`src/rtl/core/multitap_echo_delay_line_defines.svh`:
```
// ---------------------------------------------------------------------------
// multitap_echo_delay_line_defines.svh
// Assertion macros for the multitap echo delay line.
// ---------------------------------------------------------------------------
`ifndef MULTITAP_ECHO_DELAY_LINE_DEFINES_SVH
`define MULTITAP_ECHO_DELAY_LINE_DEFINES_SVH

`ifndef ASSERT_OFF
// Check a boolean property at every clock edge outside reset.
`define MTED_ASSERT(label, prop, msg) \
  label: assert property (@(posedge clk_i) disable iff (!rst_ni) (prop)) \
    else $error(msg);
// Check that the consequent holds in the same cycle as the antecedent.
`define MTED_ASSERT_IMPL(label, ante, cons, msg) \
  label: assert property (@(posedge clk_i) disable iff (!rst_ni) (ante) |-> (cons)) \
    else $error(msg);
// Check that the consequent holds in the cycle after the antecedent.
`define MTED_ASSERT_NEXT(label, ante, cons, msg) \
  label: assert property (@(posedge clk_i) disable iff (!rst_ni) (ante) |=> (cons)) \
    else $error(msg);
`else
`define MTED_ASSERT(label, prop, msg)
`define MTED_ASSERT_IMPL(label, ante, cons, msg)
`define MTED_ASSERT_NEXT(label, ante, cons, msg)
`endif

`endif

```
`src/rtl/core/mted_pkg.sv`:
```
// ---------------------------------------------------------------------------
// mted_pkg
// Shared constants, types and helpers of the multitap echo delay line.
// ---------------------------------------------------------------------------
package mted_pkg;

  localparam int unsigned DELAY_LENGTH = 4096;
  localparam int unsigned TAP_COUNT    = 4;
  localparam int unsigned ADDR_W       = $clog2(DELAY_LENGTH);
  localparam int unsigned FILL_W       = ADDR_W + 1;
  localparam int unsigned TAP_W        = 2;
  localparam int unsigned SAMPLE_W     = 32;
  localparam int unsigned DELAY_W      = 12;
  localparam int unsigned CFG_IDX_W    = 3;

  localparam logic [TAP_W-1:0] TAP_LAST = TAP_W'(TAP_COUNT - 1);

  // Register indexes of the configuration port
  localparam logic [CFG_IDX_W-1:0] CFG_TAP0_DELAY = 3'd0;
  localparam logic [CFG_IDX_W-1:0] CFG_TAP3_DELAY = 3'd3;
  localparam logic [CFG_IDX_W-1:0] CFG_TAP0_GAIN  = 3'd4;
  localparam logic [CFG_IDX_W-1:0] CFG_TAP3_GAIN  = 3'd7;

  localparam logic [DELAY_W-1:0] DELAY_RESET [4] = '{
    12'd1024, 12'd1536, 12'd2560, 12'd3072
  };
  localparam logic [SAMPLE_W-1:0] GAIN_RESET [4] = '{
    32'sd536870912, 32'sd268435456, 32'sd134217728, 32'sd134217728
  };

  localparam logic [SAMPLE_W-1:0] Q31_MAX = 32'h7FFF_FFFF;
  localparam logic [SAMPLE_W-1:0] Q31_MIN = 32'h8000_0000;

  typedef enum logic [2:0] {
    ST_IDLE,
    ST_TAP,
    ST_DRAIN_MUL,
    ST_DRAIN_ACC,
    ST_FINISH
  } mted_state_e;

  // Controller to datapath commands
  typedef struct packed {
    logic             load;
    logic             rd_en;
    logic [TAP_W-1:0] rd_tap;
    logic             push;
  } mted_cmd_t;

  // Datapath to controller status
  typedef struct packed {
    logic out_busy;
  } mted_status_t;

  // Clamp a 33-bit signed value into the Q1.31 range.
  function automatic logic [SAMPLE_W-1:0] sat_q31(logic [SAMPLE_W:0] v);
    logic [SAMPLE_W-1:0] r;
    if (v[SAMPLE_W] != v[SAMPLE_W-1]) begin
      r = v[SAMPLE_W] ? Q31_MIN : Q31_MAX;
    end else begin
      r = v[SAMPLE_W-1:0];
    end
    return r;
  endfunction

endpackage

```
`src/rtl/core/mted_ctrl.sv`:
```
// ---------------------------------------------------------------------------
// mted_ctrl
// Sequencer: accept a sample, issue one tap read per cycle, drain, push.
// ---------------------------------------------------------------------------
module mted_ctrl (
  input  logic                  clk_i,
  input  logic                  rst_ni,
  input  logic                  in_valid_i,
  output logic                  in_stall_o,
  input  mted_pkg::mted_status_t status_i,
  output mted_pkg::mted_cmd_t    cmd_o
);

  import mted_pkg::*;

  mted_state_e      state_q, state_d;
  logic [TAP_W-1:0] tap_q, tap_d;

  always_ff @(posedge clk_i or negedge rst_ni) begin
    if (!rst_ni) begin
      state_q <= ST_IDLE;
      tap_q   <= '0;
    end else begin
      state_q <= state_d;
      tap_q   <= tap_d;
    end
  end

  // Next state
  always_comb begin
    state_d = state_q;
    tap_d   = tap_q;
    case (state_q)
      ST_IDLE: begin
        if (in_valid_i) begin
          state_d = ST_TAP;
          tap_d   = '0;
        end
      end
      ST_TAP: begin
        if (tap_q == TAP_LAST) begin
          state_d = ST_DRAIN_MUL;
        end else begin
          tap_d = tap_q + 1'b1;
        end
      end
      ST_DRAIN_MUL: state_d = ST_DRAIN_ACC;
      ST_DRAIN_ACC: state_d = ST_FINISH;
      ST_FINISH: begin
        // hold the sum until the output register frees up
        if (!status_i.out_busy) begin
          state_d = ST_IDLE;
        end
      end
      default: state_d = ST_IDLE;
    endcase
  end

  // Outputs
  always_comb begin
    in_stall_o   = 1'b1;
    cmd_o.load   = 1'b0;
    cmd_o.rd_en  = 1'b0;
    cmd_o.rd_tap = tap_q;
    cmd_o.push   = 1'b0;
    case (state_q)
      ST_IDLE: begin
        in_stall_o = 1'b0;
        cmd_o.load = in_valid_i;
      end
      ST_TAP:    cmd_o.rd_en = 1'b1;
      ST_FINISH: cmd_o.push  = !status_i.out_busy;
      default: ;
    endcase
  end

endmodule

```
`config.mk`:
```
export PLATFORM = sky130hd
export DESIGN_NAME = mted_ctrl
export DESIGN_NICKNAME = d
export VERILOG_FILES = /design/src/rtl/core/multitap_echo_delay_line_defines.svh /design/src/rtl/core/mted_pkg.sv /design/src/rtl/core/mted_ctrl.sv
export SDC_FILE = /design/constraint.sdc
export NUM_CORES = 1
export LEC_CHECK = 0
export BUFFER_PORTS_ARGS = -buffer_cell sky130_fd_sc_hd__buf_2
export CORE_AREA = 5 5 42 44
export DETAILED_ROUTE_END_ITERATION = 10
export DIE_AREA = 0 0 47 49
export PLACE_DENSITY = 0.41
export SETUP_SLACK_MARGIN = 0.1
export SLEW_MARGIN = 20
export SYNTH_ARGS = -nofsm -noshare
export SYNTH_HDL_FRONTEND = slang
export SYNTH_SLANG_ARGS = --single-unit
```
`constraint.sdc`:
```
create_clock -name clk_i -period 1.1 [get_ports clk_i]
set_input_delay 0.22 -clock clk_i [delete_from_list [all_inputs] [get_ports clk_i]]
set_output_delay 0.22 -clock clk_i [all_outputs]
set_load 0.005 [all_outputs]
```
==> results of run 1 <==
## per-layer routing
metal | up-vias | part of all wire (%) | routed length [um] | track usage, %
met2 | 9 | 56 | 446 | 12.9
met4 | 0 | 3.0 | 24 | 9.68
met3 | 2 | 3.6 | 29 | 1.11
met5 | - | 0 | 0 | 0
met1 | 150 | 38 | 302 | 8.19
li1 | 151 | - | - | -
## sequential cells by signal (all words and copies together), names as in the netlist
signal and count:
state_q 3, tap_q 2
## kinds of logic after synthesis
kind of cell | Yosys count
compound gates | 8
fa+ha+maj | 1
buf+inv | 2
flops | 5
mux | 1
simple gates | 12
## power breakdown
part / switching (mW) / internal, mW / leakage, nW / total, mW
Clock: 0.0888 / 0.138 / 0.0150 / 0.227
Sequential: 0.0762 / 0.279 / 0.0626 / 0.356
Combinational: 0.459 / 0.708 / 0.161 / 1.17
## how the worst min path moves through the flow
stage / start / to
4_1_cts: status_i / state_q[2]
3_3_place_gp: rst_ni / state_q[1]
6_report: status_i / state_q[2]
3_5_place_dp: rst_ni / state_q[1]
2_1_floorplan: rst_ni / state_q[0]
5_1_grt: status_i / state_q[2]
## metrics by stage
step / worst slack [ps] / utilization [%]
2_1_floorplan: -73.9 / -
3_3_place_gp: -74.3 / 29.3
3_5_place_dp: -93.6 / 29.3
4_1_cts: -345 / 35.7
5_1_grt: -366 / 36.5
6_report: -347 / 36.5
## cell usage after synthesis, types with 2 or more instances
master   n
dfrtp_1  5
nor2_1   4
a22o_1   3
nand2_1  2
## cell usage in the layout, fill, tap and decap left out, types with 2 or more instances in the layout
cell      netlist  final
dfrtp_1         5      5
a22o_1          3      3
clkbuf_4        0      3
o21ai_1         1      2
buf_6           0      6
buf_2           1      7
buf_4           0      6
nand2_1         2      2
nor2_2          0      2
## what timing repair did
item,CTS,global route
endpoints found under the setup margin,11,11
hold buffers,1,0
resized for setup,9,2
pin swaps,6,0
buffers inserted,2,1
endpoints found under the hold margin,5,0
## worst reg2reg max path, cell delays in order, from the launching register on
cell,delay (ps)
dfrtp_1,400
ha_4,190
nor3_2,50
mux2_2,250
a22o_1,170
## area by class of cell
cell class                 instances  area (um2)  share of cell area [%]
clock buffer                       4        26.3                    5.13
inverter                           1        3.75                   0.733
sequential                         5         125                    24.4
tap                               16        20.0                    3.91
multi-input combinational         22         179                    35.0
timing repair buffer              20         158                    30.8
==> metrics.md, run 1 <==
| Metric | Value |
|---|---|
| Post-Synth XOR/XNOR Area | 0% |
| Filler cells | 153 |
| Leakage power | between 0.2 and 0.25 nW |
| Worst-margin pin slew | between 200 and 250 ps |
| Pre-antenna DRT Iters | 2 |
| Setup TNS | -1280 ps |
| Worst path arrival time | between 1000 and 1500 ps |
| Register area share after synthesis | 45.0% |
| Min-Delay Path Class | in2reg |
| Critical path class | reg2out |
| Number of DRC markers in iteration 0 | 1 |
| Rows | 14 |
| Placed cell area | 410 um2 |
| # DRC | 0 |
| Seq cells post-synth | 5 |
| Final setup fails | 9 |
| Failing checks | setup timing |
| Top FF cell, synth | dfrtp_1 |
| Pwr Density | roughly 3400 nW/um2 |
| R2R Setup Slk | -70 ps |
| Hold Path Stages | 3 |
| Vias/cell | about 4.6 |
| Die height | between 40 and 50 um |
| Yosys top cell by area | dfrtp_1 |
| Fin. max-slew vios | 0 |
| Largest family of logic cells by synthesized area | simple AND/OR/NAND/NOR gates |
| Max_slew headroom | around 86% |
| RSZ-0062 raised after global routing | true |
| Initial Utilization | about 20% |
| GRT overflow | 0 |
| Distinct cells, synth | 19 |
| Clk buf depth | 2 |
| Final cell count without fillers | 68 |
| CTS Buf Count | 3 |
| Worst VDD drop | about 0.001 V |
| Cells after Synth | 29 |
| All-layer global routing usage | under 10% |
| Synth top area share | ~45% |
| Layout area overhead | 84.2% |
| Reg clk slew, reported paths | approximately 50 ps |
| Ratio of cells with drive above 1 in the final layout | about 58% |
| Final ANT Viol Nets | 0 |
| Critical R2R Capture | tap_q[0] |
| Worst setup path end | cmd_o[4] |
| Pwr Total | about 1.7 mW |
| Area of the mapped netlist | between 200 and 300 um2 |
| Crit path depth | 3 |
| Worst-Skew Late Latency | 250 ps |
| Chip Width | 47 um |
| Ys async rst share | between 90% and 100% |
| N_diodes | 0 |
| Number of global-route vias before repair | 315 |
| Critical path cell sequence | or3_4, nor2_2, buf_2 |
| Hold Fails Final Rpt | 0 |
| Clk root buf | clkbuf_4 |
| Clock Skew | between 1 and 1.5 ps |
| Setup WS post-layout | -347 ps |
| Buffers on Ports | 9 |
| Nets | 58 |
| CTS tree | done |
| Syn nets | 34 |
| Mux contribution to synthesized area | 4.05% |
| H-tree depth | 1 |
| Max Freq | a little under 700 MHz |
| Total core area | about 1400 um2 |
| Synth top area cells | dfrtp_1, a22o_1, nor2_1 |
| Post-Synth Simple-Gate Area | between 20 and 25% |
| First-pass GRT wire length | around 1300 um |
| Final wirelength | between 800 and 900 um |
| Critical path's largest stage delay | a little under 400 ps |
| WHS | 228 ps |
| Worst path required time | ~900 ps |
| Final HPWL from detailed placement | about 570 um |
| # Max-Cap Violations | 0 |
| Initial antenna violation count | 0 |
| Post-Syn Area per Cell | around 9.6 um2 |
| RR Startpoint | tap_q[0] |
| Critical path's slowest cell | dfrtp_1 |
| Status | finished with violations |
| CTS Sinks | 5 |
| Worst path bufs/invs | 1 |
| Post-synthesis compound-gate area fraction | 20.3% |
| EDFF count, synth | 0 |
| Crit-path leading delay family | simple AND/OR/NAND/NOR gates |
| Largest net degree at the start of global routing | 8 |
| Setup crit start kind | flop |
| Crit path capture type | primary output |
| Final period utilization | 132% |
| Setup crit start | state_q[1] |
| Worst r2r path cells | 4 |
| Crit path max fanout | 2 |
| Die footprint | roughly 2300 um2 |
| Synth Area in Adders | ~4.5% |
| Minimum clock period | between 1000 and 1500 ps |
| Number of instances in the placed design | 60 |
| Gpl congestion | around 0.83 |
| Design area | a little over 500 um2 |
| Wire per inst | about 12 um |
| Via count | 312 |
| Ports | 10 |
| Syn. warnings | 0 |
Note: power is estimated with default switching activity, not from simulation.
==> run 2: changes to the inputs <==
--- a/config.mk
+++ b/config.mk
@@ -10,5 +10,5 @@
 export DETAILED_ROUTE_END_ITERATION = 10
 export DIE_AREA = 0 0 47 49
-export PLACE_DENSITY = 0.41
+export PLACE_DENSITY = 0.39
 export SETUP_SLACK_MARGIN = 0.1
 export SLEW_MARGIN = 20
==> constraint.sdc (replaced) <==
create_clock -name clk_i -period 1.4 [get_ports clk_i]
set_input_delay 0.21 -clock clk_i [delete_from_list [all_inputs] [get_ports clk_i]]
set_output_delay 0.21 -clock clk_i [all_outputs]
set_load 0.005 [all_outputs]
==> run 2 against run 1 <==
The run still ends with setup timing left; cell area shrank 7.8%; final cell count shrank 4.4%; total power shrank 28%; critical path depth is the same; flip-flop and latch count is the same; clock-buffer cell count is the same; combinational power shrank 34%; non-clock buffer count shrank 3.
==> metrics.md, run 2 (same netlist as run 1, synthesis figures left out) <==
| Metric | Value |
|---|---|
| Status | finished with violations (unchanged) |
| Failing checks | setup timing (unchanged) |
| Min-Delay Path Class | in2reg (unchanged) |
| CTS tree | done (unchanged) |
| CTS Buf Count | 3 (unchanged) |
| Largest net degree at the start of global routing | 8 (unchanged) |
| Die height | 49 um (unchanged) |
| RSZ-0062 raised after global routing | true (unchanged) |
| Worst Hold End | state_q[0] (was state_q[2]) |
| Critical R2R Capture | tap_q[0] (unchanged) |
| Hold Fails Final Rpt | 0 (unchanged) |
| Nets | 55 (was 58) |
| Biggest regs | state_q x3, tap_q x2 (unchanged) |
| Initial Utilization | 19.8% (unchanged) |
| Pre-antenna DRT Iters | 2 (unchanged) |
| WHS | 231 ps (was 228 ps) |
| Ports | 10 (unchanged) |
| Minimum clock period | 1440 ps |
| Design area | 472 um2 (was 512 um2) |
| Total core area | 1400 um2 (unchanged) |
| Die footprint | 2300 um2 (unchanged) |
| Max_slew headroom | 82.9% (was 86.5%) |
| Pwr Total | 1.27 mW (was 1.75 mW) |
| Leakage power | 0.219 nW (was 0.239 nW) |
| Worst r2r path cells | 4 (unchanged) |
| Via count | 296 (was 312) |
| Number of global-route vias before repair | 268 (was 315) |
| Fin. max-slew vios | 0 (unchanged) |
| Clk root buf | clkbuf_4 (unchanged) |
| Setup crit start kind | flop (unchanged) |
| Worst path required time | 1190 ps (was 880 ps) |
| Ratio of cells with drive above 1 in the final layout | 55.1% (was 57.7%) |
| Most frequent cells in the layout | buf_2, buf_4, a22o_1, clkbuf_4, dfrtp_1 (was buf_2, buf_6, buf_4) |
| Reg clk slew, reported paths | 40 ps (was 50 ps) |
| Chip Width | 47 um (unchanged) |
| Clk buf depth | 2 (unchanged) |
| Worst VDD drop | 0.00109 V (was 0.00103 V) |
| Final setup fails | 1 (was 9) |
| Setup WS post-layout | -42.6 ps (was -347 ps) |
| Gpl congestion | 0.681 (was 0.826) |
| H-tree depth | 1 (unchanged) |
| RR Startpoint | tap_q[0] (unchanged) |
| Max reg flops | 3 (unchanged) |
| Setup crit start | state_q[1] (unchanged) |
| All-layer global routing usage | 7.86% (was 8.33%) |
| Rows | 14 (unchanged) |
| GRT overflow | 0 (unchanged) |
| Final HPWL from detailed placement | 496 um (was 574 um) |
| Layout area overhead | 69.8% (was 84.2%) |
| Buffers on Ports | 9 (unchanged) |
| # DRC | 0 (unchanged) |
| Final wirelength | 745 um (was 803 um) |
| Vias/cell | 4.55 (was 4.59) |
| First-pass GRT wire length | 1180 um (was 1320 um) |
| Clock Skew | 1.04 ps (was 1.15 ps) |
| Placed cell area | 345 um2 (was 410 um2) |
| N_diodes | 0 (unchanged) |
| Largest Register | state_q (unchanged) |
| CTS Sinks | 5 (unchanged) |
| Final period utilization | 103% |
| Worst path arrival time | 1230 ps (about the same) |
| Pwr Density | 2690 nW/um2 (was 3420 nW/um2) |
| Worst-margin pin slew | 253 ps (was 201 ps) |
| Initial antenna violation count | 0 (unchanged) |
| Crit path capture type | primary output (unchanged) |
| Wire per inst | 11.5 um (was 11.8 um) |
| Critical path class | reg2out (unchanged) |
| Worst hold start | in_valid_i (was status_i) |
| Number of DRC markers in iteration 0 | 4 (was 1) |
| Final ANT Viol Nets | 0 (unchanged) |
| R2R Setup Slk | 180 ps (was -70 ps) |
| Max Freq | just under 700 MHz |
| # Max-Cap Violations | 0 (unchanged) |
| Hold Path Stages | 3 (unchanged) |
| Worst-Skew Late Latency | 240 ps (was 250 ps) |
| Commonest non-fill, non-tap cell in the layout | buf_2 (unchanged) |
| Crit path max fanout | 4 (was 2) |
## run 2: changes by cell type in the layout (fill, tap and decap cells not counted), moves of 2 or more
cell     previous run  this run
buf_2               7         9
nor2_2              2         0
dfrtp_1             5         3
buf_6               6         1
dfrtp_2             0         2
## run 2: what timing repair did
| item | CTS | global route |
|---|---|---|
| hold buffers | 1 | 0 |
| buffers inserted | 4 | 2 |
| resized for setup | 6 | 5 |
| setup endpoints to repair | 4 | 6 |
| pin swaps | 0 | 1 |
| endpoints found under the hold margin | 5 | 0 |
## run 2: worst max path at each step
| stage | cells past startpoint | slack (ps) | to |
|---|---|---|---|
| after floorplan | 3 | 190 | tap_q[1] |
| after global placement | 3 | 140 | cmd_o[4] |
| after detailed placement | 4 | 120 | tap_q[0] |
| after CTS | 3 | -40 | cmd_o[4] |
| after global routing | 3 | -110 | cmd_o[4] |
| final | 3 | -40 | cmd_o[4] |
## run 2: layout make-up
type	count	area, um2
fillers	159	930
multi-input cells	22	183
flip-flops and latches	5	128
repair buffers	17	111
clock buffers	4	26.3
well taps	16	20.0
inverters	1	3.75
## run 2: per-stage QoR
step / TNS, ps / worst slack (ps) / util [%] / instances
CTS: -44.2 / -44.2 / 30.7 / 63
global placement: 0 / 138 / 24.6 / 54
floorplan: 0 / 194 / - / 29
detailed placement: 0 / 119 / 24.6 / 54
global route: -148 / -112 / 33.7 / 65
finish: -42.6 / -42.6 / 33.7 / 65
## run 2: power by group
group	internal, mW	switching [mW]
combinational	0.470	0.308
clock	0.108	0.0570
sequential	0.225	0.0994
total	0.803	0.464
## run 2: routing by layer
layer	GRT usage, %	routed length (um)	vias to the layer above
li1	-	-	144
met1	9.17	300	137
met2	9.05	343	13
met3	6.64	78	2
met4	5.53	21	0
met5	0	0	-
## run 2: critical path, stage by stage, from the launching register on
cell and delay (ps):
dfrtp_2 450, or3_4 350, nor2_1 80, buf_2 110
